File: src/rtl/pcsc_pkg.sv
// Shared types, constants and lookup functions for the PNG chunk structure checker.
// No dependencies.
package pcsc_pkg;

    localparam logic [63:0] FILE_MAGIC = 64'h89504E470D0A1A0A;

    localparam logic [31:0] NAME_IHDR = 32'h49484452;
    localparam logic [31:0] NAME_IEND = 32'h49454E44;
    localparam logic [31:0] NAME_IDAT = 32'h49444154;
    localparam logic [31:0] NAME_PLTE = 32'h504C5445;
    localparam logic [31:0] NAME_BKGD = 32'h624B4744;
    localparam logic [31:0] NAME_CHRM = 32'h6348524D;
    localparam logic [31:0] NAME_GAMA = 32'h67414D41;
    localparam logic [31:0] NAME_HIST = 32'h68495354;
    localparam logic [31:0] NAME_ICCP = 32'h69434350;
    localparam logic [31:0] NAME_ITXT = 32'h69545874;
    localparam logic [31:0] NAME_PHYS = 32'h70485973;
    localparam logic [31:0] NAME_SBIT = 32'h73424954;
    localparam logic [31:0] NAME_SPLT = 32'h73504C54;
    localparam logic [31:0] NAME_SRGB = 32'h73524742;
    localparam logic [31:0] NAME_STER = 32'h73544552;
    localparam logic [31:0] NAME_TEXT = 32'h74455874;
    localparam logic [31:0] NAME_TIME = 32'h74494D45;
    localparam logic [31:0] NAME_TRNS = 32'h74524E53;
    localparam logic [31:0] NAME_ZTXT = 32'h7A545874;

    localparam logic [31:0] POS_MAX = 32'hFFFFFFFF;

    typedef enum logic [2:0] {
        ST_CHUNK_LISTED = 3'd0,
        ST_IHDR_FOUND   = 3'd1,
        ST_PARSE_OK     = 3'd2,
        ST_BAD_SIG      = 3'd3,
        ST_NO_IHDR      = 3'd4,
        ST_DOUBLE_IHDR  = 3'd5,
        ST_UNKNOWN      = 3'd6,
        ST_IEND_NO_IDAT = 3'd7
    } status_t;

    typedef struct packed {
        status_t     status;
        logic [31:0] chunk_offset;
        logic [31:0] chunk_length;
        logic [31:0] chunk_type;
        logic [31:0] chunk_crc;
    } result_t;

    typedef struct packed {
        logic    valid;
        result_t data;
        logic    done;
    } parse_out_t;

    function automatic logic [7:0] sig_byte(input logic [2:0] idx);
        logic [5:0] sh;
        sh = 6'(7 - idx) << 3;
        return 8'(FILE_MAGIC >> sh);
    endfunction

    function automatic logic name_known(input logic [31:0] name);
        logic hit;
        case (name) inside
            NAME_IHDR, NAME_IEND, NAME_IDAT, NAME_PLTE, NAME_BKGD, NAME_CHRM,
            NAME_GAMA, NAME_HIST, NAME_ICCP, NAME_ITXT, NAME_PHYS, NAME_SBIT,
            NAME_SPLT, NAME_SRGB, NAME_STER, NAME_TEXT, NAME_TIME, NAME_TRNS,
            NAME_ZTXT: hit = 1'b1;
            default:   hit = 1'b0;
        endcase
        return hit;
    endfunction

endpackage

File: src/rtl/pcsc_parser.sv
// Chunk framing state machine: signature check, field shifting, classification.
// Depends on pcsc_pkg.
module pcsc_parser (
    input  logic                  clk,
    input  logic                  rst_n,
    input  logic                  step,
    input  logic [7:0]            data_byte,
    output pcsc_pkg::parse_out_t  pout
);

    typedef enum logic [2:0] {
        PH_SIG,
        PH_LEN,
        PH_TYPE,
        PH_DATA,
        PH_CRC,
        PH_DONE
    } phase_t;

    phase_t      phase_reg, phase_next;
    logic [2:0]  count_reg, count_next;
    logic        mismatch_reg, mismatch_next;
    logic [31:0] length_reg, length_next;
    logic [31:0] type_reg, type_next;
    logic [31:0] crc_reg, crc_next;
    logic [31:0] remain_reg, remain_next;
    logic [31:0] pos_reg, pos_next;
    logic [31:0] start_reg, start_next;
    logic        hdr_reg, hdr_next;
    logic        idat_reg, idat_next;

    logic        res_valid;
    pcsc_pkg::status_t res_status;
    logic        bad_byte;

    always_comb
    begin
        phase_next    = phase_reg;
        count_next    = count_reg;
        mismatch_next = mismatch_reg;
        length_next   = length_reg;
        type_next     = type_reg;
        crc_next      = crc_reg;
        remain_next   = remain_reg;
        pos_next      = pos_reg;
        start_next    = start_reg;
        hdr_next      = hdr_reg;
        idat_next     = idat_reg;
        res_valid     = 1'b0;
        res_status    = pcsc_pkg::ST_CHUNK_LISTED;
        bad_byte      = (data_byte != pcsc_pkg::sig_byte(count_reg));

        if (step && phase_reg != PH_DONE)
        begin
            if (pos_reg != pcsc_pkg::POS_MAX)
            begin
                pos_next = pos_reg + 32'd1;
            end
            case (phase_reg)
                PH_SIG:
                begin
                    mismatch_next = mismatch_reg | bad_byte;
                    if (count_reg == 3'd7)
                    begin
                        count_next = 3'd0;
                        if (mismatch_next)
                        begin
                            phase_next = PH_DONE;
                            res_valid  = 1'b1;
                            res_status = pcsc_pkg::ST_BAD_SIG;
                        end
                        else
                        begin
                            phase_next = PH_LEN;
                        end
                    end
                    else
                    begin
                        count_next = count_reg + 3'd1;
                    end
                end
                PH_LEN:
                begin
                    if (count_reg == 3'd0)
                    begin
                        start_next = pos_reg;
                    end
                    length_next = {length_reg[23:0], data_byte};
                    if (count_reg == 3'd3)
                    begin
                        count_next = 3'd0;
                        phase_next = PH_TYPE;
                    end
                    else
                    begin
                        count_next = count_reg + 3'd1;
                    end
                end
                PH_TYPE:
                begin
                    type_next = {type_reg[23:0], data_byte};
                    if (count_reg == 3'd3)
                    begin
                        count_next  = 3'd0;
                        remain_next = length_reg;
                        phase_next  = (length_reg == 32'd0) ? PH_CRC : PH_DATA;
                    end
                    else
                    begin
                        count_next = count_reg + 3'd1;
                    end
                end
                PH_DATA:
                begin
                    remain_next = remain_reg - 32'd1;
                    if (remain_reg == 32'd1)
                    begin
                        phase_next = PH_CRC;
                    end
                end
                PH_CRC:
                begin
                    crc_next = {crc_reg[23:0], data_byte};
                    if (count_reg == 3'd3)
                    begin
                        count_next = 3'd0;
                        phase_next = PH_LEN;
                        res_valid  = 1'b1;
                        if (!hdr_reg)
                        begin
                            if (type_reg == pcsc_pkg::NAME_IHDR)
                            begin
                                hdr_next   = 1'b1;
                                res_status = pcsc_pkg::ST_IHDR_FOUND;
                            end
                            else
                            begin
                                phase_next = PH_DONE;
                                res_status = pcsc_pkg::ST_NO_IHDR;
                            end
                        end
                        else if (type_reg == pcsc_pkg::NAME_IHDR)
                        begin
                            phase_next = PH_DONE;
                            res_status = pcsc_pkg::ST_DOUBLE_IHDR;
                        end
                        else if (type_reg == pcsc_pkg::NAME_IEND)
                        begin
                            phase_next = PH_DONE;
                            res_status = idat_reg ? pcsc_pkg::ST_PARSE_OK
                                                  : pcsc_pkg::ST_IEND_NO_IDAT;
                        end
                        else if (type_reg == pcsc_pkg::NAME_IDAT)
                        begin
                            idat_next = 1'b1;
                        end
                        else if (!pcsc_pkg::name_known(type_reg))
                        begin
                            phase_next = PH_DONE;
                            res_status = pcsc_pkg::ST_UNKNOWN;
                        end
                    end
                    else
                    begin
                        count_next = count_reg + 3'd1;
                    end
                end
                default:
                begin
                    phase_next = PH_DONE;
                end
            endcase
        end
    end

    always_ff @(posedge clk or negedge rst_n)
    begin
        if (!rst_n)
        begin
            phase_reg    <= PH_SIG;
            count_reg    <= 3'd0;
            mismatch_reg <= 1'b0;
            length_reg   <= 32'd0;
            type_reg     <= 32'd0;
            crc_reg      <= 32'd0;
            remain_reg   <= 32'd0;
            pos_reg      <= 32'd0;
            start_reg    <= 32'd0;
            hdr_reg      <= 1'b0;
            idat_reg     <= 1'b0;
        end
        else
        begin
            phase_reg    <= phase_next;
            count_reg    <= count_next;
            mismatch_reg <= mismatch_next;
            length_reg   <= length_next;
            type_reg     <= type_next;
            crc_reg      <= crc_next;
            remain_reg   <= remain_next;
            pos_reg      <= pos_next;
            start_reg    <= start_next;
            hdr_reg      <= hdr_next;
            idat_reg     <= idat_next;
        end
    end

    always_comb
    begin
        pout.valid       = res_valid;
        pout.done        = (phase_reg == PH_DONE);
        pout.data.status = res_status;
        if (res_status == pcsc_pkg::ST_BAD_SIG)
        begin
            pout.data.chunk_offset = 32'd0;
            pout.data.chunk_length = 32'd0;
            pout.data.chunk_type   = 32'd0;
            pout.data.chunk_crc    = 32'd0;
        end
        else
        begin
            pout.data.chunk_offset = start_reg;
            pout.data.chunk_length = length_reg;
            pout.data.chunk_type   = type_reg;
            pout.data.chunk_crc    = crc_next;
        end
    end

endmodule

File: config.mk
export PLATFORM = sky130hd
export DESIGN_NAME = pcsc_parser
export DESIGN_NICKNAME = d
export VERILOG_FILES = /design/src/rtl/pcsc_pkg.sv /design/src/rtl/pcsc_parser.sv
export SDC_FILE = /design/constraint.sdc
export NUM_CORES = 1
export LEC_CHECK = 0
export BUFFER_PORTS_ARGS = -buffer_cell sky130_fd_sc_hd__buf_4
export CAP_MARGIN = 30
export CORE_MARGIN = 2
export CORE_UTILIZATION = 60
export DETAILED_ROUTE_END_ITERATION = 6
export PLACE_DENSITY = 0.93
export SYNTH_ARGS = -nofsm -noshare
export SYNTH_HDL_FRONTEND = slang
export SYNTH_SLANG_ARGS = --single-unit
File: constraint.sdc
create_clock -name clk -period 7.1 [get_ports clk]
set_input_delay 1.42 -clock clk [delete_from_list [all_inputs] [get_ports clk]]
set_output_delay 1.42 -clock clk [all_outputs]
set_load 0.005 [all_outputs]
# --- Yosys cells after proc, flatten, opt, wreduce, memory -nomap -nowiden ---
# Index checks and enable logic that the tools add are counted.
word_totals:
  regBits: 201
  latchBits: 0
  mem_bits_rw: 0
  rom_bits: 0
  memories: 0
op_classes:
  n_addsub: 4
  multipliers: 0
  div: 0
  magnitude_cmp: 0
  eq_ne: 36
  n_shift: 1
  muxes: 49
  bitwise: 3
  reduce_logical: 18
ops:
  columns: ["operator", "n"]
  rows:
  - ["== test 32 x 31 -> 1 bit, second input constant", 19]
  - ["2-to-1 mux 128 bit", 1]
  - ["2-to-1 mux 32 bit", 3]
  - ["2-to-1 mux 3 bit", 24]
  - ["case mux 32 bit (2 select lines)", 1]
  - ["right shift 64 x 6 -> 8 bit, first input constant", 1]
  - ["adder 32 x 1 -> 32 bit, second input constant", 1]
  - ["== test 32 x 1 -> 1 bit, second input constant", 1]
  - ["zero test 32 bit", 1]
  - ["inequality test 32 bit, second input constant", 1]
  - ["subtractor 32 x 1 -> 32 bit, second input constant", 1]
  - ["OR reduction 19 bit", 1]
  - ["case mux 3 bit (5 select lines)", 1]
  - ["2-to-1 mux 1 bit", 14]
  - ["== test 3 x 2 -> 1 bit, second input constant", 4]
  - ["case mux 3 bit (2 select lines)", 2]
  - ["inequality test 2 bit, second input constant", 5]
  - ["AND reduction 2 bit", 5]
  - ["== test 3 bit, second input constant", 3]
  - ["AND reduction 3 bit", 3]
  - ["inequality test 8 bit", 1]
  - ["AND reduction 7 bit", 1]
  - ["zero test 3 bit", 2]
  - ["AND reduction 6 bit", 1]
  - ["other kinds (11)", 14]

# --- Longest topological paths before layout ---
logic_depth:
  depth_word: 20
  ltp_mapped: 10
  ltp_nobuf: 9

# --- Least setup slack after synthesis ---
# No wires, ideal clock.
synth_path:
  path_type: "input-to-output"
  startpoint: "in data_byte[0]"
  endpoint: "out pout[24] (netlist bit)"
  arrival_ns: 3.070
  t_required_ns: 5.680
  setup_slack_ns: 2.610
  cell_stages: 8
  n_path_buf: 2
  path_cell_list: "xnor2_1 -> a2111oi_0 -> a32oi_1 -> o211ai_1 -> or2_2 -> clkbuf_1 -> clkbuf_1 -> and2_1"
synth_rtl:
  columns: ["element", "line_no", "source"]
  rows:
  - ["from (decl)", "pcsc_parser.sv:7", "input logic [7:0] data_byte,"]
  - ["to (decl)", "pcsc_parser.sv:8", "output pcsc_pkg::parse_out_t pout"]

==> impl_results.md <==
* WL final at approximately 29000 µm
* Max cap viols at 0
* Pin count of the biggest net entering global routing at ~110
* Die area at 19100 µm²
* Post-layout minimum cycle time at between 5000 and 6000 ps
* Multi-input gate area at between 5000 and 6000 µm²
* R2R Path Start: remain_reg[0]
* Status: finished clean
* Fin Clk Skew at ~13 ps
* Row Count at between 40 and 50
* CP Capture Type: output pin
* CP startpoint kind: input port
* CTS sink count at approximately 200
* Dpl cell area at ~12000 µm²
* Initial DRT Pass Iterations at 6
* Worst setup path start: data_byte[0]
* Fillcell total at ~1100
* Die height at roughly 140 µm
* Fin crit share at 0.778
* CTS tree: yes
* Synth area leaders: dfrtp_1 47%, mux2_2 13%, and2_1 7.8%, o21ai_0 2.6%, nand2_1 2.2%
* Ys async rst share at 1.00
* Final hold slack at just under 500 ps
* Clock latency on the worst-skew pair at 510 ps
* Initial Util at 0.605
* Rel. slew slack at 0.300
* Register area share after synthesis at 0.466
* Antenna violations before repair at 1
* WP data arrival at a little over 4000 ps
* Via Count at about 9000
* Switching Share at 0.349
* Final GP Congestion at approximately 0.93
* CTS Buf Count at 23
* Setup_tns at 0 ps
* Drt initial violations at 893
* Nets at approximately 1200
* Sequential share of power at 0.407
* Post-synth EDFFs at 0
* Final Instance Area at approximately 13000 µm²
* Storage element area at slightly above 5000 µm²
* Commonest non-fill, non-tap cells in the layout: 201 x dfrtp_1, 152 x buf_4, 135 x and2_1
* RSZ-0062 raised after global routing: no
* H-Tree Depth at 1
* Setup Crit Path Kind: input port to output pin
* Vias per cell at about 6.3
* Share of total power in the clock network at 0.265
* Gate power share at 0.328
* VDD IR max at around 240 µV
* Worst EP required at around 5700 ps
* Setup Buffers After CTS at 0
* Antenna Nets Post-Route at 0
* # diodes at 0
* Slew of the pin with the lowest slew margin at approximately 1000 ps
* Reg2Reg Depth at 9
* Number of port buffers at 143
* Mapped Cells at 1072
* Area growth, synth to finish at 19.2%
* Capture point of the worst reg-to-reg path: remain_reg[28]
* Top FF cell, synth: dfrtp_1
* Synthesized flop and latch total at 201
* Pint at a little over 3 mW
* CP endpoint: pout[8]
* Max Freq at approximately 180 MHz
* Lkg Pwr at between 5 and 6 nW
* Yosys Warn Count at 0
* Synth Cell Area at roughly 11000 µm²
* Layout cells sized above 1 at 0.279
* Place WS at ~1700 ps
* R2R Setup Slk at 4010 ps
* Pwr dens at ~370 nW/µm²
* Final setup fails at 0
* Leading cell type in the layout, fill and taps excluded: dfrtp_1
* Post-cts sizing count at 0
* Crit Path Max Fanout at 50
* Die Width at 138 µm
* P_sw at 1.67 mW
* Unique masters post-synth at 65
* Total GRT Usage at 0.295
* Syn avg cell area at between 10 and 15 µm²
* Clock tree buffer depth at 3
* First-pass GRT wire length at ~47000 µm
* Hold Buf Count CTS at 0
* Vias in the first global route at between 8000 and 9000
* Max Slew Vio Count at 0
* GRT overflow at 0
* Root Driver: clkbuf_16
* Final-report hold violation count at 0
* HP Class: flip-flop to flip-flop
* Final worst slack at approximately 1600 ps
* Core Area at between 15000 and 20000 µm²
* Yosys top cell area share at 0.466
* DRC errors left at 0
* Final HPWL from detailed placement at approximately 19000 µm
* Cell accounting for the most synthesized area: dfrtp_1
* Syn_nets at 1094
* Number of I/O pins at between 100 and 150
* DR WL/cell at a little over 20 µm
* Reg clk slew, reported paths at ~60 ps
-- critical path: stages --
cell       delay [ps]
buf_4             140
xnor2_1           120
a2111oi_0         370
a32oi_1           220
o211ai_1          340
or2_2             680
buf_4             440
and2_1            210
buf_4             130
-- routing by layer --
layer	wire (µm)	share of wire	track usage
met5	0	0	0
met3	2210	0.077	0.0461
met4	1120	0.039	0.117
met2	14100	0.49	0.483
met1	11500	0.40	0.397
-- power by group through the flow --
stage / sequential [mW] / combinational (mW) / clock, mW
floorplan: 1.71 / 0.997 / 0
global placement: 1.92 / 1.46 / 0
detailed placement: 1.94 / 1.53 / 0
CTS: 1.93 / 1.56 / 1.28
global route: 1.99 / 1.71 / 1.32
finish: 1.95 / 1.57 / 1.27
-- synthesized netlist by cell type (4+ instances only) --
master / n
a211oi_1: 4
a21oi_1: 44
a22oi_1: 7
a32oi_1: 4
and2_1: 135
and3_1: 7
and4_1: 4
clkbuf_1: 58
dfrtp_1: 201
ha_1: 11
inv_1: 22
mux2_2: 123
nand2_1: 64
nand2b_1: 7
nand3_1: 28
nand4_1: 32
nand4b_1: 6
nor2_1: 61
nor2b_1: 8
nor3_1: 29
nor4_1: 26
nor4b_1: 4
nor4bb_1: 6
o21ai_0: 57
o22ai_1: 5
or2_2: 4
or3_1: 14
or4_1: 5
xnor2_1: 27
xor2_1: 7
-- logic make-up after synthesis --
logic type | count (synthesis) | synth area share
fa+ha+maj | 11 | 0.0127
compound gates | 155 | 0.0870
xor+xnor | 34 | 0.0276
flops | 201 | 0.466
simple gates | 462 | 0.247
mux | 124 | 0.129
buf+inv | 85 | 0.0309
-- worst min path at each step --
stage                           endpoint  slack, ps           start  cells past startpoint
final                      start_reg[25]        490   start_reg[25]                      2
after global placement    remain_reg[21]        470  remain_reg[21]                      2
after floorplan            start_reg[18]        440   start_reg[18]                      2
after global routing         crc_reg[27]        510     crc_reg[27]                      1
after CTS                  start_reg[29]        500   start_reg[29]                      2
after detailed placement   start_reg[25]        470   start_reg[25]                      2
-- per-stage QoR --
| step | cells | util | total power, mW |
|---|---|---|---|
| final | 1434 | 0.722 | 4.79 |
| after global routing | 1434 | 0.722 | 5.02 |
| after CTS | 1434 | 0.722 | 4.76 |
| after detailed placement | 1394 | 0.676 | 3.47 |
| after global placement | 1391 | 0.673 | 3.38 |
| after floorplan | 1072 | - | 2.71 |
-- final cells by class --
class,instances,share of cell area
clock inverter,10,0.0127
sequential,201,0.391
multi-input combinational,786,0.423
inverter,22,0.00641
clock buffer,30,0.0506
tap,229,0.0223
timing repair buffer,156,0.0942
(Power assumes the default switching activity.)
